**src/sv/txtcg_pkg.sv**
```systemverilog
// Shared types and constants for the text-RAM and character-generator window port.
// Holds the decoded access command that travels from the front end to the back end.
// No dependencies.
package txtcg_pkg;

    localparam int TEXT_BYTES         = 16384;
    localparam int CELL_COUNT         = 4096;
    localparam int FONT_ADDR_BITS_DEF = 19;

    localparam int ROW_W   = $clog2(TEXT_BYTES / 2);
    localparam int CELL_W  = $clog2(CELL_COUNT);
    localparam int BASE_W  = 19;
    localparam int OFF_W   = 4;
    localparam int ADDR_W  = 15;
    localparam int DATA_W  = 16;
    localparam int IN_W    = 40;
    localparam int OUT_W   = 48;
    localparam int PADDR_W = 4;
    localparam int PDATA_W = 32;

    localparam int Q_DEPTH = 2;
    localparam int Q_PTR_W = $clog2(Q_DEPTH);
    localparam int Q_CNT_W = $clog2(Q_DEPTH + 1);

    localparam logic [ADDR_W-1:0] CODE_SEAM  = 15'h1FFF;
    localparam logic [ADDR_W-1:0] ATTR_START = 15'h2000;
    localparam logic [ADDR_W-1:0] PROT_START = 15'h3FE0;
    localparam logic [ADDR_W-1:0] ATTR_LAST  = 15'h3FFF;
    localparam logic [ADDR_W-1:0] FONT_START = 15'h4000;
    localparam logic [ADDR_W-1:0] FONT_LAST  = 15'h4FFF;
    localparam logic [ADDR_W-1:0] WIN_END    = 15'h5000;

    localparam logic [1:0] MARK_CODE      = 2'd1;
    localparam logic [1:0] MARK_BOTH      = 2'd3;
    localparam logic [1:0] DISP_CODE      = 2'd1;
    localparam logic [1:0] DISP_ATTR_WORD = 2'd3;

    typedef enum logic [1:0] {
        ACT_READ_BYTE  = 2'd0,
        ACT_READ_WORD  = 2'd1,
        ACT_WRITE_BYTE = 2'd2,
        ACT_WRITE_WORD = 2'd3
    } t_action;

    typedef enum logic [1:0] {
        REG_LOW_BASE    = 2'd0,
        REG_HIGH_BASE   = 2'd1,
        REG_FONT_WE     = 2'd2,
        REG_PROTECT_OPEN = 2'd3
    } t_reg;

    typedef enum logic [2:0] {
        SRC_ZERO   = 3'd0,
        SRC_EVEN   = 3'd1,
        SRC_ODD    = 3'd2,
        SRC_FONT_A = 3'd3,
        SRC_FONT_B = 3'd4
    } t_src;

    typedef struct packed {
        logic [ROW_W-1:0]  even_row;
        logic [ROW_W-1:0]  odd_row;
        logic              even_we;
        logic              odd_we;
        logic [7:0]        even_wdata;
        logic [7:0]        odd_wdata;
        logic              font_we;
        logic [7:0]        font_wdata;
        logic              font_a_high;
        logic [OFF_W-1:0]  font_a_off;
        logic              font_b_high;
        logic [OFF_W-1:0]  font_b_off;
        t_src              lo_src;
        t_src              hi_src;
        logic [CELL_W-1:0] mark_a_index;
        logic [1:0]        mark_a_bits;
        logic [CELL_W-1:0] mark_b_index;
        logic [1:0]        mark_b_bits;
        logic [1:0]        display_flags;
    } t_cmd;

endpackage

```
**src/sv/txtcg_queue.sv**
```systemverilog
// Two-entry command queue between the front end and the back end.
// Depends on txtcg_pkg.
module txtcg_queue
    import txtcg_pkg::*;
(
    input  logic               i_clk,
    input  logic               i_rst_n,
    input  logic               i_push,
    input  t_cmd               i_cmd,
    input  logic               i_pop,
    output logic               o_valid,
    output logic               o_full,
    output logic [Q_CNT_W-1:0] o_count,
    output t_cmd               o_cmd
);

    t_cmd               r_mem [Q_DEPTH];
    logic [Q_PTR_W-1:0] r_wr_ptr;
    logic [Q_PTR_W-1:0] r_rd_ptr;
    logic [Q_CNT_W-1:0] r_count;

    assign o_valid = (r_count != '0);
    assign o_full  = (r_count == Q_CNT_W'(Q_DEPTH));
    assign o_count = r_count;
    assign o_cmd   = r_mem[r_rd_ptr];

    always_ff @(posedge i_clk) begin
        if (i_push) begin
            r_mem[r_wr_ptr] <= i_cmd;
        end
    end

    always_ff @(posedge i_clk) begin
        if (!i_rst_n) begin
            r_wr_ptr <= '0;
            r_rd_ptr <= '0;
            r_count  <= '0;
        end else begin
            if (i_push) begin
                r_wr_ptr <= r_wr_ptr + Q_PTR_W'(1);
            end
            if (i_pop) begin
                r_rd_ptr <= r_rd_ptr + Q_PTR_W'(1);
            end
            if (i_push && !i_pop) begin
                r_count <= r_count + Q_CNT_W'(1);
            end else if (!i_push && i_pop) begin
                r_count <= r_count - Q_CNT_W'(1);
            end
        end
    end

endmodule

```
**config.mk**
```make
export PLATFORM = sky130hd
export DESIGN_NAME = txtcg_queue
export DESIGN_NICKNAME = d
export VERILOG_FILES = /design/src/sv/txtcg_pkg.sv /design/src/sv/txtcg_queue.sv
export SDC_FILE = /design/constraint.sdc
export NUM_CORES = 1
export LEC_CHECK = 0
export ABC_CLOCK_PERIOD_IN_PS = 6250
export BUFFER_PORTS_ARGS = -buffer_cell sky130_fd_sc_hd__buf_2
export CORE_UTILIZATION = 50
export DETAILED_ROUTE_END_ITERATION = 12
export PLACE_DENSITY = 0.77
export SYNTH_ARGS = -nofsm -noshare
export SYNTH_HDL_FRONTEND = slang
export SYNTH_SLANG_ARGS = --single-unit
```
**constraint.sdc**
```tcl
create_clock -name i_clk -period 6.25 [get_ports i_clk]
set_input_delay 0.625 -clock i_clk [delete_from_list [all_inputs] [get_ports i_clk]]
set_output_delay 0.625 -clock i_clk [all_outputs]
set_load 0.005 [all_outputs]
```
Word-level counts from Yosys, hierarchy flattened

Memories as Yosys holds them, arrays and structs flattened. A register that Yosys moved wholly into a read port is not among the register bits.
Cells that the tools add are included.

Memories: 1
Register bits after elaboration: 4
Memory bits (writable): 198
Bits of input ports: 103

Memory list:

| memory | words | bits a word | read ports | clocked after memory_dff | wr ports | line              | text |
|---|---|---|---|---|---|---|---|
| r_mem  | 2     | 99          | 1          | 1                        | 1        | txtcg_queue.sv:17 | `t_cmd r_mem [Q_DEPTH];` |

Mux-type cells: 6
Reductions and logical operators: 6
$add $sub $neg: 4
Equality and inequality tests: 1

Operator list:

| kind                                                                | number |
|---|---|
| 1-bit 2-to-1 mux                                                    | 4 |
| 2-bit 2-to-1 mux                                                    | 2 |
| 2-bit nonzero test                                                  | 2 |
| 1-bit adder (second input constant)                                 | 2 |
| 2-bit by 1-bit adder with 2-bit output (second input constant)      | 1 |
| 2-bit equality test (second input constant)                         | 1 |
| 1-bit logical AND                                                   | 2 |
| 1-bit zero test                                                     | 2 |
| 2-bit by 1-bit subtractor with 2-bit output (second input constant) | 1 |

Logic depth before layout (Yosys ltp)

Depth after elaboration: 4
Depth in mapped cells: 5
Depth with buffers taken out: 5

Worst setup path before layout

OpenSTA, ideal clock, no wires.

Path kind: input port to flip-flop
Start: input port i_push
End: memory r_mem[0][0] (netlist name) (enable)
Library setup time: 0.570 ns
Path buffers: 0
Arrival: 4.965 ns
Required time: 5.680 ns
Stages: 1
Setup slack: 0.715 ns
Cell sequence: nor2b_1

Longest elaborated chain between the ends: 2

Ends and longest elaborated chain:

| what                                   | line              | text |
|---|---|---|
| start, declared                        | txtcg_queue.sv:8  | `input logic i_push,` |
| 1-bit 2-to-1 mux                       | txtcg_queue.sv:28 | `if (i_push) begin` |
| 1-bit 2-to-1 mux (implied by the code) | txtcg_queue.sv:29 | `r_mem[r_wr_ptr] <= i_cmd;` |
| end, declared                          | txtcg_queue.sv:17 |  |

No other way between the ends.

==> results.cfg <==
[clock_network]
cts.clk_slew.worst_paths_ps = 60
post_cts_buffers = 0
clock_latency_ps = 480
cts.root.buffer_cell = clkbuf_16
cts_resized = 0
tritoncts = yes
cts_hold_buf = 0
cts_buffers = 21
cts.sinks = 203
cts-htree-levels = 1
cts_buffer_depth = 3

[floorplanning]
dieArea_um2 = 15300
die_h_um = 124
num_rows = 44
coreArea_um2 = 14500
start_util_pct = 51.0
die_x_um = 124
io-pin-count = 206

[route]
routedWlPerCell_um = 17.2
drcViolationCount = 0
postRouteAntennaNets = 0
dr.pass1.iters = 4
vias = 3765
drtIter0Drc = 215
wirelength_um = 12900
via_per_inst = 5.03

[timing]
hold_viol_final = 0
maxSlewHeadroom_pct = 51.5
period_share_pct = 50.4
maxSlewViolCount = 0
layout_setup_ws_ps = 3100
rsz0062_at_grt = false
setup_tns_ps = 0
tightest_slew_ps = 728
min_period_ps = 3150
max_freq_mhz = 318
skew_ps = 6.52
setup_viol = 0

[yosys]
synth_top_area_share_pct = 80.4
ys_types = 17
yosys.area.top_type = edfxtp_1
syn_area_per_cell_um2 = 22.4
syn_inst = 330
ys_ff_latch = 203
syn_nets = 434
yosysWarnings = 0
synth_area_leaders = edfxtp_1 80%, mux2_2 14%, mux2_4 2.0%, dfxtp_1 1.4%, buf_2 0.54%
ys_seq_area_share_pct = 81.8
synth_area_um2 = 7390

[finish]
final_common_cell = buf_2
utilization_pct = 64.1
diodes = 0
final_cell_mix = 205 x buf_2, 198 x edfxtp_1, 89 x mux2_2
area_delta_synth_final_pct = 25.5
drive_above_1_share_pct = 60.2
fin_nets = 655

[worst_hold_path]
hp-class = input pin to flop

[setup_path]
cp-start-kind = flop
worst_ep_arrival_time_ps = 2520
rrSetupSlack_ps = 4170
cpPeakStageDelay_ps = 780
critPathTopFamily = flip-flops
path_class = flop to output pin
critPathBufInv = 2
cp_slowest_cell = dfxtp_4
crit_chain = buf_4, mux2_2, buf_2
critical_path.endpoint_type = output pin
required_ps = 5620
crit_fanout = 52

[global_route]
grt_pass1_vias = 3845
grt_remaining_overflow = 0
track_usage_pct = 16.3
grt_pass1_wl_um = 18600
antenna_found_initial = 0
grt_start_max_net_pins = 54

[place]
pre_cts_ws_ps = 3560
gp_congestion = 0.707
dp_hpwl_um = 8510
io_buffers = 205

[run]
cap_viol_max_count = 0

[power_and_ir_drop]
p_leak_nw = 3.53
vdd_drop_max_mv = 0.234
powerDensity_nw_per_um2 = 329

[status]
outcome = finished clean
flip-flops by register name, indices dropped and copies added (netlist names), named ones only:
register	cells
r_mem	198
o_count	2
r_rd_ptr	1
r_wr_ptr	1
per-layer routing:
layer | wire [um] | up-vias | share of wire, % | global-route usage, %
li1 | - | 1750 | - | -
met3 | 1160 | 23 | 9.0 | 4.53
met2 | 6580 | 139 | 51 | 27.7
met1 | 4930 | 1853 | 38 | 19.9
met5 | 0 | - | 0 | 0
met4 | 230 | 0 | 1.8 | 5.65
layout make-up:
cell class | instances | area (um^2)
Clock buffer | 30 | 579
Clock inverter | 7 | 82.6
Fill cell | 1034 | 5200
Inverter | 1 | 3.75
Multi-Input combinational cell | 115 | 1280
Sequential cell | 203 | 6050
Tap cell | 184 | 230
Timing Repair Buffer | 209 | 1060
per-stage QoR:
step | area (um^2) | total power, mW | hold slack (ps) | cells
global route | 9280 | 3.17 | 316 | 749
finish | 9280 | 3.05 | 330 | 749
detailed placement | 8620 | 1.90 | 534 | 712
CTS | 9280 | 3.09 | 315 | 749
global placement | 8620 | 1.89 | 484 | 712
floorplan | 7390 | 1.77 | 489 | 330
synth_stat cells:
library cell	number
a21boi_1	1
o21a_1	1
xnor2_1	1
xor2_1	2
ha_1	1
or3_1	1
or2_2	1
buf_2	8
o21ai_0	1
mux2_2	89
nor2b_1	3
inv_1	1
edfxtp_1	198
mux2_4	10
and2_1	4
buf_6	3
dfxtp_1	5
kinds of logic after synthesis:
logic type / count (synthesis) / synth area share (%)
multiplexers: 99 / 15.6
XOR/XNOR: 3 / 0.356
flip-flops: 203 / 81.8
AND/OR/NAND/NOR: 9 / 0.762
adder cells (fa/ha/maj): 1 / 0.169
buffers and inverters: 12 / 1.05
AO/OA/AOI/OAI: 3 / 0.271
worst reg2reg max path, delay by kind of cell (launching register included):
family,cells,cell delay (ps)
buffers and inverters,1,680
and+or+nand+nor,1,600
DFF,1,380
worst paths after layout:
kind,startpoint,end,depth (start not counted)
worst max register to register,r_wr_ptr,r_mem[1][81],2
worst min-delay path,i_cmd[53],r_mem[0][53],1
worst max-delay path,flop,o_cmd[86],3
worst min register to register,o_count[1],o_count[1],2
power breakdown:
part	switching (mW)	internal (mW)	leakage, nW
Clock	0.458	0.724	0.325
Combinational	0.118	0.145	1.30
Sequential	0.0297	1.57	1.90
Note: power is estimated with default switching activity, not from simulation.
