--- config.mk ---
export PLATFORM = sky130hd
export DESIGN_NAME = txtcg_front
export DESIGN_NICKNAME = d
export VERILOG_FILES = /design/src/sv/txtcg_pkg.sv /design/src/sv/txtcg_front.sv
export SDC_FILE = /design/constraint.sdc
export NUM_CORES = 1
export LEC_CHECK = 0
export BUFFER_PORTS_ARGS = -buffer_cell sky130_fd_sc_hd__buf_4
export CAP_MARGIN = 0
export CELL_PAD_IN_SITES_DETAIL_PLACEMENT = 1
export CELL_PAD_IN_SITES_GLOBAL_PLACEMENT = 1
export CORE_AREA = 4 4 84 86
export DETAILED_ROUTE_END_ITERATION = 8
export DIE_AREA = 0 0 88 90
export MAX_ROUTING_LAYER = met4
export PLACE_DENSITY_LB_ADDON = 0.1
export RECOVER_POWER = 50
export SLEW_MARGIN = 20
export SYNTH_ARGS = -nofsm -noshare
export SYNTH_HDL_FRONTEND = slang
export SYNTH_SLANG_ARGS = --single-unit
--- constraint.sdc ---
create_clock -name vclk -period 5.55
set_clock_uncertainty 0.1 [all_clocks]
set_input_delay 0.8325 -clock vclk [all_inputs]
set_output_delay 0.8325 -clock vclk [all_outputs]
set_load 0.05 [all_outputs]
--- src/sv/txtcg_pkg.sv ---
// Shared types and constants for the text-RAM and character-generator window port.
// Holds the decoded access command that travels from the front end to the back end.
// No dependencies.
package txtcg_pkg;

    localparam int TEXT_BYTES         = 16384;
    localparam int CELL_COUNT         = 4096;
    localparam int FONT_ADDR_BITS_DEF = 19;

    localparam int ROW_W   = $clog2(TEXT_BYTES / 2);
    localparam int CELL_W  = $clog2(CELL_COUNT);
    localparam int BASE_W  = 19;
    localparam int OFF_W   = 4;
    localparam int ADDR_W  = 15;
    localparam int DATA_W  = 16;
    localparam int IN_W    = 40;
    localparam int OUT_W   = 48;
    localparam int PADDR_W = 4;
    localparam int PDATA_W = 32;

    localparam int Q_DEPTH = 2;
    localparam int Q_PTR_W = $clog2(Q_DEPTH);
    localparam int Q_CNT_W = $clog2(Q_DEPTH + 1);

    localparam logic [ADDR_W-1:0] CODE_SEAM  = 15'h1FFF;
    localparam logic [ADDR_W-1:0] ATTR_START = 15'h2000;
    localparam logic [ADDR_W-1:0] PROT_START = 15'h3FE0;
    localparam logic [ADDR_W-1:0] ATTR_LAST  = 15'h3FFF;
    localparam logic [ADDR_W-1:0] FONT_START = 15'h4000;
    localparam logic [ADDR_W-1:0] FONT_LAST  = 15'h4FFF;
    localparam logic [ADDR_W-1:0] WIN_END    = 15'h5000;

    localparam logic [1:0] MARK_CODE      = 2'd1;
    localparam logic [1:0] MARK_BOTH      = 2'd3;
    localparam logic [1:0] DISP_CODE      = 2'd1;
    localparam logic [1:0] DISP_ATTR_WORD = 2'd3;

    typedef enum logic [1:0] {
        ACT_READ_BYTE  = 2'd0,
        ACT_READ_WORD  = 2'd1,
        ACT_WRITE_BYTE = 2'd2,
        ACT_WRITE_WORD = 2'd3
    } t_action;

    typedef enum logic [1:0] {
        REG_LOW_BASE    = 2'd0,
        REG_HIGH_BASE   = 2'd1,
        REG_FONT_WE     = 2'd2,
        REG_PROTECT_OPEN = 2'd3
    } t_reg;

    typedef enum logic [2:0] {
        SRC_ZERO   = 3'd0,
        SRC_EVEN   = 3'd1,
        SRC_ODD    = 3'd2,
        SRC_FONT_A = 3'd3,
        SRC_FONT_B = 3'd4
    } t_src;

    typedef struct packed {
        logic [ROW_W-1:0]  even_row;
        logic [ROW_W-1:0]  odd_row;
        logic              even_we;
        logic              odd_we;
        logic [7:0]        even_wdata;
        logic [7:0]        odd_wdata;
        logic              font_we;
        logic [7:0]        font_wdata;
        logic              font_a_high;
        logic [OFF_W-1:0]  font_a_off;
        logic              font_b_high;
        logic [OFF_W-1:0]  font_b_off;
        t_src              lo_src;
        t_src              hi_src;
        logic [CELL_W-1:0] mark_a_index;
        logic [1:0]        mark_a_bits;
        logic [CELL_W-1:0] mark_b_index;
        logic [1:0]        mark_b_bits;
        logic [1:0]        display_flags;
    } t_cmd;

endpackage

--- src/sv/txtcg_front.sv ---
// Front end of the window port: accepts an access beat and decodes it into a command.
// Depends on txtcg_pkg.
module txtcg_front
    import txtcg_pkg::*;
(
    input  logic            i_s_tvalid,
    output logic            o_s_tready,
    input  logic [IN_W-1:0] i_s_tdata,
    input  logic            i_clearing,
    input  logic            i_q_full,
    input  logic            i_font_we,
    input  logic            i_protect_open,
    output logic            o_push,
    output t_cmd            o_cmd
);

    t_action           w_act;
    logic [ADDR_W-1:0] w_addr;
    logic [DATA_W-1:0] w_wd;
    logic              w_odd;
    logic [ADDR_W-2:0] w_sum;
    logic [ADDR_W-1:0] w_t;
    logic [OFF_W-1:0]  w_off;
    logic              w_a_ok;
    logic              w_t_ok;

    assign o_s_tready = !i_clearing && !i_q_full;
    assign o_push     = i_s_tvalid && o_s_tready;

    always_comb begin
        w_act  = t_action'(i_s_tdata[1:0]);
        w_addr = i_s_tdata[16:2];
        w_wd   = i_s_tdata[32:17];
        w_odd  = w_addr[0];
        w_sum  = w_addr[ADDR_W-1:1] + (ADDR_W-1)'(w_addr[0]);
        w_t    = w_addr + ADDR_W'(w_addr[0]);
        w_off  = w_addr[OFF_W:1];
        w_a_ok = (w_addr < PROT_START) || !w_addr[1] || i_protect_open;
        w_t_ok = (w_t < PROT_START) || !w_t[1] || i_protect_open;

        o_cmd          = '0;
        o_cmd.even_row = w_sum[ROW_W-1:0];
        o_cmd.odd_row  = w_addr[ROW_W:1];
        o_cmd.lo_src   = SRC_ZERO;
        o_cmd.hi_src   = SRC_ZERO;

        unique case (w_act)
            ACT_READ_BYTE: begin
                if (w_addr < FONT_START) begin
                    o_cmd.lo_src = w_odd ? SRC_ODD : SRC_EVEN;
                end else if (w_addr < WIN_END) begin
                    o_cmd.lo_src      = SRC_FONT_A;
                    o_cmd.font_a_high = w_odd;
                    o_cmd.font_a_off  = w_off;
                end
            end
            ACT_READ_WORD: begin
                if (w_addr < ATTR_LAST) begin
                    o_cmd.lo_src = w_odd ? SRC_ODD : SRC_EVEN;
                    o_cmd.hi_src = w_odd ? SRC_EVEN : SRC_ODD;
                end else if (w_addr == ATTR_LAST) begin
                    o_cmd.lo_src      = SRC_ODD;
                    o_cmd.hi_src      = SRC_FONT_A;
                    o_cmd.font_a_high = 1'b0;
                    o_cmd.font_a_off  = '0;
                end else if (w_addr < FONT_LAST) begin
                    o_cmd.lo_src      = SRC_FONT_A;
                    o_cmd.hi_src      = SRC_FONT_B;
                    o_cmd.font_a_high = w_odd;
                    o_cmd.font_a_off  = w_off;
                    o_cmd.font_b_high = !w_odd;
                    o_cmd.font_b_off  = w_odd ? w_sum[OFF_W-1:0] : w_off;
                end else if (w_addr == FONT_LAST) begin
                    o_cmd.lo_src      = SRC_FONT_A;
                    o_cmd.font_a_high = 1'b1;
                    o_cmd.font_a_off  = w_off;
                end
            end
            ACT_WRITE_BYTE: begin
                if (w_addr < ATTR_START) begin
                    o_cmd.even_we       = !w_odd;
                    o_cmd.odd_we        = w_odd;
                    o_cmd.even_wdata    = w_wd[7:0];
                    o_cmd.odd_wdata     = w_wd[7:0];
                    o_cmd.mark_a_index  = w_addr[CELL_W:1];
                    o_cmd.mark_a_bits   = MARK_CODE;
                    o_cmd.display_flags = DISP_CODE;
                end else if (w_addr < FONT_START) begin
                    if (!w_odd && w_a_ok) begin
                        o_cmd.even_we       = 1'b1;
                        o_cmd.even_wdata    = w_wd[7:0];
                        o_cmd.mark_a_index  = w_addr[CELL_W:1];
                        o_cmd.mark_a_bits   = MARK_BOTH;
                        o_cmd.display_flags = DISP_CODE;
                    end
                end else if (w_addr < WIN_END) begin
                    if (w_odd && i_font_we) begin
                        o_cmd.font_we     = 1'b1;
                        o_cmd.font_wdata  = w_wd[7:0];
                        o_cmd.font_a_high = 1'b1;
                        o_cmd.font_a_off  = w_off;
                    end
                end
            end
            ACT_WRITE_WORD: begin
                if (w_addr <= CODE_SEAM) begin
                    o_cmd.even_we       = 1'b1;
                    o_cmd.odd_we        = 1'b1;
                    o_cmd.even_wdata    = w_odd ? w_wd[15:8] : w_wd[7:0];
                    o_cmd.odd_wdata     = w_odd ? w_wd[7:0] : w_wd[15:8];
                    o_cmd.mark_a_index  = w_addr[CELL_W:1];
                    o_cmd.mark_a_bits   = MARK_CODE;
                    o_cmd.display_flags = DISP_CODE;
                    if (w_odd) begin
                        o_cmd.mark_b_index = w_sum[CELL_W-1:0];
                        o_cmd.mark_b_bits  = (w_addr == CODE_SEAM) ? MARK_BOTH : MARK_CODE;
                    end
                end else if (w_addr < ATTR_LAST) begin
                    if (w_t_ok) begin
                        o_cmd.even_we       = 1'b1;
                        o_cmd.even_wdata    = w_odd ? w_wd[15:8] : w_wd[7:0];
                        o_cmd.mark_a_index  = w_t[CELL_W:1];
                        o_cmd.mark_a_bits   = MARK_BOTH;
                        o_cmd.display_flags = DISP_ATTR_WORD;
                    end
                end else if (w_addr < WIN_END) begin
                    if (i_font_we) begin
                        o_cmd.font_we     = 1'b1;
                        o_cmd.font_wdata  = w_odd ? w_wd[7:0] : w_wd[15:8];
                        o_cmd.font_a_high = 1'b1;
                        o_cmd.font_a_off  = w_off;
                    end
                end
            end
            default: begin
                o_cmd.lo_src = SRC_ZERO;
            end
        endcase
    end

endmodule

# [Yosys cells after proc, flatten, opt, wreduce, memory -nomap -nowiden]
# Index checks and enable logic that the tools add are counted.
[classes] n_addsub=2 n_mul=0 div_mod_pow=0 n_lt_le_gt_ge=8 eq_ne=6 shift=0 mux=67 bitwise=0 reduce_logical=14
[ops] operator="14-bit two-way mux" n=17
[ops] operator="8-bit two-way mux" n=10
[ops] operator="15-bit by 14-bit < comparator with 1-bit output (second input constant)" n=4
[ops] operator="27-bit one-hot mux with 2 select lines" n=1
[ops] operator="5-bit two-way mux" n=10
[ops] operator="15-bit < comparator (second input constant)" n=3
[ops] operator="14-bit one-hot mux with 2 select lines" n=1
[ops] operator="2-bit two-way mux" n=10
[ops] operator="5-bit one-hot mux with 4 select lines" n=1
[ops] operator="15-bit by 1-bit adder with 15-bit output" n=1
[ops] operator="15-bit by 13-bit equality test with 1-bit output (second input constant)" n=1
[ops] operator="15-bit by 14-bit equality test with 1-bit output (second input constant)" n=1
[ops] operator="15-bit equality test (second input constant)" n=1
[ops] operator="15-bit by 13-bit less-or-equal comparator with 1-bit output (second input constant)" n=1
[ops] operator="13-bit by 1-bit adder with 13-bit output" n=1
[ops] operator="1-bit two-way mux" n=11
[ops] operator="10-bit two-way mux" n=1
[ops] operator="3-bit two-way mux" n=2
[ops] operator="3-bit one-hot mux with 2 select lines" n=1
[ops] operator="1-bit zero test" n=5
[ops] operator="2-bit equality test (second input constant)" n=2
[ops] operator="1-bit logical AND" n=4
[ops] operator="1-bit logical OR" n=4
[ops] operator="4-bit two-way mux" n=1
[ops] operator="3 further kinds" n=3
[word_totals] reg_bits=0 latch_bits=0 ramBits=0 mem_bits_ro=0 inputBits=45 n_memories=0

# [Logic depth before layout (Yosys ltp)]
# Gate-level depths: netlist of run 1.
[logic_depth] depth_word=8 ltp_mapped=10 ltp_nobuf=9

# [Least setup slack after synthesis of run 1]
# OpenSTA, ideal clock, no wires.
[synth_timing] kind="input to output" from="in i_s_tdata[7]" to="out o_cmd[21] (netlist name)" arrival_time_ns=3.508 required_time_ns=4.618 slack_ns=1.110 path_stages=8 path_cell_list="buf_2 -> nand2_2 -> nor3_1 -> a311oi_1 -> nand3b_1 -> or2_1 -> buf_6 -> o21ai_0"
[synth_lines] item="from (decl)" line="txtcg_front.sv:8" text="input logic [IN_W-1:0] i_s_tdata,"
[synth_lines] item="to (decl)" line="txtcg_front.sv:14" text="output t_cmd o_cmd"

==> summary.md, run 1 <==
| Metric | Value |
|---|---|
| Cell occurring most often along the worst timing path | `buf_4` |
| Unrepaired setup endpoints after global routing | `no` |
| Cts repair resizes | `0` |
| DR WL met2 | `3580 µm` |
| Critical path start-end classification | `input port to output pin` |
| Hold violation total from the final report | `0` |
| Count of boundary I/O pins | `146` |
| Initial Utilization | `a little over a quarter` |
| Signed area change from the synthesized netlist to the final layout | `44.5%` |
| Final count of negative-setup-slack endpoints | `0` |
| Number of buffers inserted for hold repair after clock tree synthesis | `0` |
| Post-Layout Cell Count | `about 450` |
| Routed len/inst | `17.5 µm` |
| Remaining DRCs | `0` |
| Total of warnings raised by yosys | `0` |
| Total global-route track usage | `18.6%` |
| Total vias in the final route | `between 2,000 and 2,500` |
| Antenna violations before repair | `0` |
| Switching part of the total | `about three quarters` |
| Proportion of layout cells with a drive suffix above 1 | `30.2%` |
| Ratio of routed vias to standard cells | `around 5.3` |
| Main combinational cell family by area after synthesis | `simple AND/OR/NAND/NOR gates` |
| Number of distinct standard cells referenced by the synthesized netlist | `between 60 and 70` |
| Largest net degree at the start of global routing | `21` |
| Met1 wire length | `roughly 3700 µm` |
| Core Footprint | `6280 µm²` |
| Routed wire length | `7800 µm` |
| Die Height | `90 µm` |
| Number of maximum-capacitance constraint violations | `0` |
| Routed length on met3 | `approximately 520 µm` |
| Count of mapped cells out of synthesis | `260` |
| Top delay family on crit path | `simple AND/OR/NAND/NOR gates` |
| Top layer reached by signal wires | `met3` |
| Buffers inserted by post-CTS timing repair | `0` |
| Standard-cell rows | `29` |
| Class of the tightest hold or removal check | `input port to output pin` |
| Fraction of power consumed by the clock network | `0%` |
| Register Area | `0 µm²` |
| Nets | `418` |
| Total Power Consumption | `265 µW` |
| Cell internal pwr | `around 70 µW` |
| Highest clock frequency the design can meet | `0.210 GHz` |
| Synth top area share | `12.7%` |
| Leading post-synthesis cells by cell area | `a22o_1, buf_4, nor2_1` |
| Ant diodes | `0` |
| RePlAce Congestion | `0.888` |
| Arrival time of the worst setup path | `3830 ps` |
| Maximum VDD drop | `0.0515 mV` |
| Count of TritonRoute iterations in the first routing pass | `4` |
| Headroom to the max-slew limit | `35.2%` |
| Area fraction in and, or, nand and nor cells after synthesis | `38.7%` |
| Synthesized netlist net count | `308` |
| Proportion of synthesized area in mux cells | `0.603%` |
| CP Capture Type | `output pin` |
| Sum of negative setup slack | `0 ps` |
| Port Buf Inserts | `138` |
| Post-synthesis cell type with the largest combined area | `a22o_1` |
| Leakage power summed over all cells | `0.00110 µW` |
| Die area | `7920 µm²` |
| Part of the power in combinational logic | `100.0%` |
| CP required | `between 4000 and 5000 ps` |
| Vias in the first global route | `around 2,400` |
| Number of buffers and inverters on the critical path | `3` |
| First-pass GRT wire length | `around 12,000 µm` |
| Outcome | `finished, final reports clean` |
| Antenna-violating nets left | `0` |
| Highest fanout seen on the critical path | `20` |
| Synth Area in Compound Gates | `between 30% and 40%` |
| Delay contributed by the slowest stage of the critical path | `approximately 590 ps` |
| P per Cell Area | `around 110 nW/µm²` |
| Width of the chip | `between 80 and 90 µm` |
| HPWL after detailed placement | `6270 µm` |
| Critical-path cell with the highest stage delay | `a2111oi_4` |
| Final worst-path cycle share | `85.9%` |
| Launching element type of the critical path | `input port` |
| Synthesized area per cell | `6.39 µm²` |
| Count of placed standard cells including taps | `445` |
| Cell chain of the critical path | `buf_4 -> ha_1 -> nand4_1 -> nor3_1 -> xnor2_1 -> a2111oi_4 -> or2_1 -> inv_4 -> a221o_1 -> buf_4` |
| Post-route minimum period | `4770 ps` |
| Total area of multi-input combinational cells | `1370 µm²` |
| Share of total power in sequential cells | `0%` |
| Number of clock-tree buffers in the layout | `0` |
| Post-Synth XOR/XNOR Area | `6.86%` |
| Filler cell count | `between 800 and 900` |
| Part of the Yosys area used for sequential elements | `0%` |
| Max-slew violation count | `0` |
| Switching power | `around 190 µW` |
| Worst-Margin Slew | `964 ps` |
| Post-synthesis adder-cell area fraction | `2.26%` |
| Detailed Route Iter0 Violations | `67` |
| Summed instance area of the synthesized netlist | `1660 µm²` |
| Aggregate global routing overflow | `0` |
| Layout sequential cell count | `0` |
-- power by group through the flow --
stage | clock [µW] | sequential, µW | combinational [µW]
after floorplan | 0 | 0 | 194
after global placement | 0 | 0 | 277
after detailed placement | 0 | 0 | 280
after CTS | 0 | 0 | 280
after global routing | 0 | 0 | 281
final | 0 | 0 | 265
-- Yosys cell counts (all sizes together) (6+ instances only) --
master,n
buf,23
inv,15
xnor2,11
nor2,30
a22o,25
nand3,9
nand2,31
a21oi,6
nor3,7
clkbuf,10
nor2b,6
nand4,7
o21ai,13
-- placed cells by master, fill, tap and decap left out, types with 7 or more instances in the layout --
| cell type | count |
|---|---|
| nand2_1 | 29 |
| nor2_1 | 30 |
| clkbuf_1 | 49 |
| xnor2_1 | 11 |
| inv_1 | 14 |
| buf_4 | 92 |
| nand4_1 | 7 |
| nand3_1 | 8 |
| nor3_1 | 7 |
| o21ai_0 | 13 |
| a22o_1 | 24 |
-- path summary, 6_finish.rpt --
path / to / slack [ps] / cells after the start / start
setup / recovery: o_cmd[28] / 780 / 10 / i_s_tdata[2]
hold / removal: o_cmd[34] / 1950 / 3 / i_s_tdata[1]
-- layout make-up --
type                            instances  area share (%)
Inverter                               15            2.45
Timing Repair Buffer                  141            36.4
Multi-Input combinational cell        212            57.1
Tap cell                               77            4.01
-- through the flow --
stage / worst slack, ps / cell area [µm²] / utilization (%) / hold slack [ps]
after floorplan: 1110 / 1660 / - / 1730
after global placement: 784 / 2580 / 41.1 / 1850
after detailed placement: 691 / 2580 / 41.1 / 1860
after CTS: 705 / 2580 / 41.1 / 1860
after global routing: 491 / 2400 / 38.2 / 1970
final: 784 / 2400 / 38.2 / 1950
-- cell families after synthesis --
| group | Yosys count |
|---|---|
| XOR/XNOR | 13 |
| multiplexers | 1 |
| buffers and inverters | 48 |
| AND/OR/NAND/NOR | 122 |
| AO/OA/AOI/OAI | 72 |
| other | 1 |
| adder cells (fa/ha/maj) | 3 |
-- metal layers --
layer,vias up,track usage (%)
met5,-,-
met4,0,0.128
met3,0,1.10
met2,85,30.9
met1,1124,26.3
li1,1154,-
Power figures use the tool's default switching activity.
==> inputs of run 2 (changes only) <==
==> config.mk (replaced) <==
export PLATFORM = sky130hd
export DESIGN_NAME = txtcg_front
export DESIGN_NICKNAME = d
export VERILOG_FILES = /design/src/sv/txtcg_pkg.sv /design/src/sv/txtcg_front.sv
export SDC_FILE = /design/constraint.sdc
export NUM_CORES = 1
export LEC_CHECK = 0
export CAP_MARGIN = 0
export CELL_PAD_IN_SITES_DETAIL_PLACEMENT = 1
export CELL_PAD_IN_SITES_GLOBAL_PLACEMENT = 1
export CORE_AREA = 4 4 66 68
export DETAILED_ROUTE_END_ITERATION = 8
export DIE_AREA = 0 0 70 72
export DONT_BUFFER_PORTS = 1
export MAX_ROUTING_LAYER = met4
export PLACE_DENSITY_LB_ADDON = 0.1
export RECOVER_POWER = 50
export SYNTH_ARGS = -nofsm -noshare
export SYNTH_HDL_FRONTEND = slang
export SYNTH_SLANG_ARGS = --single-unit
==> run 2 against run 1 <==
Global-route usage is 7.3 points higher. Design area shrank 32%. Cell count is 33% lower. Clock-buffer cell count stayed put. Die area shrank 36%. The flow now finishes with violations (capacitance limit, slew limit). Wire length down 14%. Worst setup slack improved by 220 ps. Critical endpoint unchanged. Fmax rose by 4.8%. Sequential cell count is the same. First-iteration DRC count increased by 25%. Core utilization up 3.8 points. Largest power group unchanged. Largest cell class unchanged.
==> summary.md, run 2 (synthesized netlist as in run 1, its figures left out) <==
| Metric | Value |
|---|---|
| First-pass GRT wire length | `10,600 µm (was 12,200 µm)` |
| Routed wire length | `6720 µm (was 7800 µm)` |
| Signed area change from the synthesized netlist to the final layout | `-2.34% (was 44.5%)` |
| Top delay family on crit path | `compound AO/OA/AOI/OAI gates (was simple AND/OR/NAND/NOR gates)` |
| Headroom to the max-slew limit | `-5.51% (was 35.2%)` |
| Routed len/inst | `22.5 µm (was 17.5 µm)` |
| Ant diodes | `0 (unchanged)` |
| Number of buffers and inverters on the critical path | `2 (was 3)` |
| Post-route minimum period | `4550 ps (was 4770 ps)` |
| Sum of negative setup slack | `0 ps (unchanged)` |
| Critical-path cell with the highest stage delay | `a2111oi_4 (unchanged)` |
| Aggregate global routing overflow | `0 (unchanged)` |
| Total global-route track usage | `25.9% (was 18.6%)` |
| CP required | `4620 ps (about the same)` |
| Largest net degree at the start of global routing | `21 (unchanged)` |
| Vias in the first global route | `2,006 (was 2,355)` |
| Filler cell count | `539 (was 866)` |
| Cell chain of the critical path | `inv_1 -> ha_1 -> nor4bb_1 -> nand2_1 -> a31o_1 -> a2111oi_4 -> or2_1 -> inv_4 -> a221o_1 (was buf_4 -> ha_1 -> nand4_1 -> nor3_1 -> xnor2_1 -> a2111oi_4 -> or2_1 -> inv_4 -> a221o_1 -> buf_4)` |
| Port Buf Inserts | `0 (was 138)` |
| Nets | `299 (was 418)` |
| Highest clock frequency the design can meet | `0.220 GHz (was 0.210 GHz)` |
| Delay contributed by the slowest stage of the critical path | `650 ps (was 590 ps)` |
| Hold violation total from the final report | `0 (unchanged)` |
| Violated checks | `capacitance limit, slew limit` |
| Buffers inserted by post-CTS timing repair | `0 (unchanged)` |
| Proportion of layout cells with a drive suffix above 1 | `12.9% (was 30.2%)` |
| Antenna violations before repair | `0 (unchanged)` |
| Critical path start-end classification | `input port to output pin (unchanged)` |
| Depth of the worst hold-timing path | `0 (was 3)` |
| Initial Utilization | `43.1% (was 26.5%)` |
| Remaining DRCs | `0 (unchanged)` |
| Maximum VDD drop | `0.0357 mV (was 0.0515 mV)` |
| HPWL after detailed placement | `5330 µm (was 6270 µm)` |
| Count of TritonRoute iterations in the first routing pass | `4 (unchanged)` |
| Worst-Margin Slew | `1570 ps (was 964 ps)` |
| Die Height | `72 µm (was 90 µm)` |
| Ratio of routed vias to standard cells | `6.54 (was 5.31)` |
| Width of the chip | `70 µm (was 88 µm)` |
| Source of the worst hold timing path | `i_s_tdata[13] (was i_s_tdata[1])` |
| Detailed Route Iter0 Violations | `84 (was 67)` |
| RePlAce Congestion | `0.841 (was 0.888)` |
| CP Capture Type | `output pin (unchanged)` |
| Number of buffers inserted for hold repair after clock tree synthesis | `0 (unchanged)` |
| Highest fanout seen on the critical path | `10 (was 20)` |
| Hold endpoint | `o_cmd[83] (was o_cmd[34])` |
| Max-slew violation count | `3 (was 0)` |
| Final count of negative-setup-slack endpoints | `0 (unchanged)` |
| Class of the tightest hold or removal check | `input port to output pin (unchanged)` |
| P per Cell Area | `110 nW/µm² (was 111 nW/µm²)` |
| Most common cell after layout, fill and taps aside | `nor2_1 (was buf_4)` |
| Final worst-path cycle share | `81.9% (was 85.9%)` |
| Leakage power summed over all cells | `0.000654 µW (was 0.00110 µW)` |
| Number of clock-tree buffers in the layout | `0 (unchanged)` |
| Core Footprint | `3860 µm² (was 6280 µm²)` |
| Layout sequential cell count | `0 (unchanged)` |
| Cts repair resizes | `0 (unchanged)` |
| Commonest cells after routing, fill and taps aside | `nor2_1, nand2_1, a22o_1 (was buf_4, clkbuf_1, nor2_1)` |
| Total vias in the final route | `1,955 (was 2,363)` |
| Total area of multi-input combinational cells | `1370 µm² (about the same)` |
| Worst Setup Slack, final | `1000 ps (was 784 ps)` |
| Count of boundary I/O pins | `146 (unchanged)` |
| Standard-cell rows | `23 (was 29)` |
| Worst slack at placement | `982 ps (was 691 ps)` |
| Outcome | `finished with violations (was finished, final reports clean)` |
| Number of maximum-capacitance constraint violations | `3 (was 0)` |
| Antenna-violating nets left | `0 (unchanged)` |
| Unrepaired setup endpoints after global routing | `no (unchanged)` |
| Launching element type of the critical path | `input port (unchanged)` |
| Die area | `5040 µm² (was 7920 µm²)` |
| Arrival time of the worst setup path | `3610 ps (was 3830 ps)` |
| Register Area | `0 µm² (unchanged)` |
## run 2: changes by cell type in the layout (fill, tap and decap cells not counted), sizes merged
cell	before	now
clkbuf	49	8
buf	92	14
## run 2: layer usage
layer	vias up	GRT usage (%)	routed length, µm
met5	-	-	0
met4	0	3.83	119
met3	10	3.19	559
met2	104	46.3	3350
met1	930	32.1	2700
li1	911	-	-
## run 2: cell type report
class | count | share of cell area (%)
Tap cell | 50 | 3.86
Timing Repair Buffer | 22 | 8.33
Inverter | 15 | 3.63
Multi-Input combinational cell | 212 | 84.2
## run 2: worst max-delay path by stage
stage,startpoint,end,slack (ps),cells after the start
after floorplan,i_s_tdata[7],o_cmd[21],1110,8
after global placement,i_s_tdata[3],o_cmd[28],1080,9
after detailed placement,i_s_tdata[3],o_cmd[28],980,9
after CTS,i_s_tdata[3],o_cmd[28],980,9
after global routing,i_s_tdata[2],o_cmd[69],870,7
final,i_s_tdata[3],o_cmd[28],1000,9
## run 2: stage by stage
stage | total power [µW] | std cells | cell area, µm² | hold slack (ps) | util, %
after floorplan | 194 | 260 | 1660 | 1730 | -
after global placement | 179 | 299 | 1670 | 1570 | 43.3
after detailed placement | 181 | 299 | 1670 | 1570 | 43.3
after CTS | 181 | 299 | 1670 | 1570 | 43.3
after global routing | 186 | 299 | 1620 | 1570 | 42.1
final | 178 | 299 | 1620 | 1570 | 42.1
## run 2: power breakdown
part / switching [µW] / internal, µW / total, µW
logic: 143 / 34.6 / 178
clock network: 0 / 0 / 0
registers: 0 / 0 / 0
==> inputs of run 3 (changes only) <==
--- a/config.mk
+++ b/config.mk
@@ -8,9 +8,9 @@
 export CAP_MARGIN = 0
 export CELL_PAD_IN_SITES_DETAIL_PLACEMENT = 1
 export CELL_PAD_IN_SITES_GLOBAL_PLACEMENT = 1
-export CORE_AREA = 4 4 66 68
+export CORE_AREA = 4 4 68 70
 export DETAILED_ROUTE_END_ITERATION = 8
-export DIE_AREA = 0 0 70 72
+export DIE_AREA = 0 0 72 74
 export DONT_BUFFER_PORTS = 1
 export MAX_ROUTING_LAYER = met4
 export PLACE_DENSITY_LB_ADDON = 0.1
==> constraint.sdc (replaced) <==
create_clock -name vclk -period 4.64
set_clock_uncertainty 0.1 [all_clocks]
set_input_delay 0.696 -clock vclk [all_inputs]
set_output_delay 0.696 -clock vclk [all_outputs]
set_load 0.05 [all_outputs]
==> run 3 against run 2 <==
The flow still finishes with violations (capacitance limit, slew limit). First-iteration DRC count grew 18%. Core utilization is 1.1 points higher. Wire length shrank 0.94%. Design area increased by 5.6%. Sequential cell count is the same. Critical path depth decreased by 2. Die area up 5.7%. Clock-buffer cell count unchanged. Non-clock buffer count up 19. Power is 22% higher. Worst setup slack lost 650 ps. Via count is 3.4% higher. Critical endpoint is now o_cmd[63]. Largest power group unchanged.
==> summary.md, run 3 (synthesized netlist as in run 1, its figures left out) <==
| Metric | Value |
|---|---|
| Sum of negative setup slack | `0 ps (unchanged)` |
| Switching part of the total | `79.1% (was 80.6%)` |
| Worst setup path startpoint | `i_s_tdata[2] (was i_s_tdata[3])` |
| Source of the worst hold timing path | `i_s_tdata[13] (unchanged)` |
| Critical path destination | `o_cmd[63] (was o_cmd[28])` |
| Post-Layout Cell Count | `318 (was 299)` |
| Part of the power in combinational logic | `100.0% (about the same)` |
| Cts repair resizes | `0 (unchanged)` |
| Launching element type of the critical path | `input port (unchanged)` |
| Cell chain of the critical path | `ha_1 -> clkbuf_1 -> a21oi_1 -> o311ai_0 -> a2111oi_4 -> o31ai_1 -> a22o_1 (was inv_1 -> ha_1 -> nor4bb_1 -> nand2_1 -> a31o_1 -> a2111oi_4 -> or2_1 -> inv_4 -> a221o_1)` |
| RePlAce Congestion | `0.941 (was 0.841)` |
| Antenna violations before repair | `0 (unchanged)` |
| Cell internal pwr | `45.4 µW (was 34.6 µW)` |
| Class of the tightest hold or removal check | `input port to output pin (unchanged)` |
| Maximum VDD drop | `0.0439 mV (was 0.0357 mV)` |
| Max-slew violation count | `3 (unchanged)` |
| Number of maximum-capacitance constraint violations | `4 (was 3)` |
| Total global-route track usage | `23.7% (was 25.9%)` |
| Delay contributed by the slowest stage of the critical path | `900 ps (was 650 ps)` |
| Routed wire length | `6660 µm (was 6720 µm)` |
| Commonest cells after routing, fill and taps aside | `nor2_1, nand2_1, a22o_1 (unchanged)` |
| Routed len/inst | `20.9 µm (was 22.5 µm)` |
| Register Area | `0 µm² (unchanged)` |
| Ratio of routed vias to standard cells | `6.36 (was 6.54)` |
| Total vias in the final route | `2,021 (was 1,955)` |
| Total Power Consumption | `218 µW (was 178 µW)` |
| Buffers inserted by post-CTS timing repair | `0 (unchanged)` |
| Highest clock frequency the design can meet | `0.234 GHz` |
| Worst Setup Slack, final | `358 ps (was 1000 ps)` |
| Outcome | `finished with violations (unchanged)` |
| Critical path start-end classification | `input port to output pin (unchanged)` |
| Worst slack at placement | `431 ps (was 982 ps)` |
| Nets | `318 (was 299)` |
| Detailed Route Iter0 Violations | `99 (was 84)` |
| Port Buf Inserts | `0 (unchanged)` |
| Most common cell after layout, fill and taps aside | `nor2_1 (unchanged)` |
| Leakage power summed over all cells | `0.000694 µW (was 0.000654 µW)` |
| Share of total power in sequential cells | `0% (about the same)` |
| Initial Utilization | `41.8% (was 43.1%)` |
| CP Capture Type | `output pin (unchanged)` |
| Fraction of power consumed by the clock network | `0% (about the same)` |
| Arrival time of the worst setup path | `3490 ps (was 3610 ps)` |
| Post-route minimum period | `4280 ps` |
| Layout sequential cell count | `0 (unchanged)` |
| Count of placed standard cells including taps | `318 (was 299)` |
| Width of the chip | `72 µm (was 70 µm)` |
| Count of TritonRoute iterations in the first routing pass | `4 (unchanged)` |
| Largest net degree at the start of global routing | `21 (unchanged)` |
| Aggregate global routing overflow | `0 (unchanged)` |
| Remaining DRCs | `0 (unchanged)` |
| Standard-cell rows | `23 (unchanged)` |
| Headroom to the max-slew limit | `-8.88% (was -5.51%)` |
| Highest fanout seen on the critical path | `20 (was 10)` |
| Number of buffers inserted for hold repair after clock tree synthesis | `0 (unchanged)` |
| Final count of negative-setup-slack endpoints | `0 (unchanged)` |
| Switching power | `172 µW (was 143 µW)` |
| Hold violation total from the final report | `0 (unchanged)` |
| Die area | `5330 µm² (was 5040 µm²)` |
| HPWL after detailed placement | `5230 µm (was 5330 µm)` |
| Violated checks | `capacitance limit, slew limit (unchanged)` |
| Total area of multi-input combinational cells | `1370 µm² (about the same)` |
| Core Footprint | `3970 µm² (was 3860 µm²)` |
| Number of clock-tree buffers in the layout | `0 (unchanged)` |
| Utilization of the core after routing | `43.1% (was 42.1%)` |
| Critical-path cell with the highest stage delay | `o31ai_1 (was a2111oi_4)` |
| Signed area change from the synthesized netlist to the final layout | `3.16% (was -2.34%)` |
| CP required | `3840 ps (was 4620 ps)` |
| Antenna-violating nets left | `0 (unchanged)` |
| Filler cell count | `591 (was 539)` |
| Unrepaired setup endpoints after global routing | `no (unchanged)` |
| P per Cell Area | `127 nW/µm² (was 110 nW/µm²)` |
| Ant diodes | `0 (unchanged)` |
| Worst-Margin Slew | `1620 ps (was 1570 ps)` |
| Final worst-path cycle share | `92.3%` |
| Proportion of layout cells with a drive suffix above 1 | `13.8% (was 12.9%)` |
| Count of boundary I/O pins | `146 (unchanged)` |
| Die Height | `74 µm (was 72 µm)` |
| First-pass GRT wire length | `10,200 µm (was 10,600 µm)` |
| Vias in the first global route | `1,977 (was 2,006)` |
[run 3: per-stage QoR]
| step | instance area (µm²) | hold WS [ps] |
|---|---|---|
| after detailed placement | 1810 | 1290 |
| after CTS | 1810 | 1290 |
| final | 1710 | 1290 |
| after global routing | 1710 | 1290 |
| after floorplan | 1660 | 1460 |
| after global placement | 1810 | 1290 |
[run 3: power groups by stage]
stage	sequential (µW)	combinational, µW	clock, µW
CTS	0	224	0
floorplan	0	232	0
global placement	0	222	0
detailed placement	0	224	0
global route	0	228	0
finish	0	218	0
[run 3: area by class of cell]
class	count	share of cell area, %
multi-input cells	212	80.0
inverters	15	3.43
repair buffers	41	12.9
well taps	50	3.65
[run 3: how the worst min path moves through the flow]
stage | slack (ps) | end | depth (start not counted)
6_report | 1290 | o_cmd[83] | 0
5_1_grt | 1290 | o_cmd[80] | 0
4_1_cts | 1290 | o_cmd[82] | 0
3_5_place_dp | 1290 | o_cmd[82] | 0
3_3_place_gp | 1290 | o_cmd[82] | 0
2_1_floorplan | 1460 | o_cmd[73] | 1
[run 3: worst max-delay path: cells and delay by family]
family | cells | cell delay (ps)
compound gates | 5 | 2330
buf+inv | 1 | 310
fa+ha+maj | 1 | 140
[run 3: metal layers]
layer  global-route usage [%]  up-vias  routed length, µm
li1                         -      952                  -
met1                     30.3      959               2800
met2                     41.7      108               3220
met3                     3.78        2                644
met4                    0.209        0                  3
met5                        -        -                  0
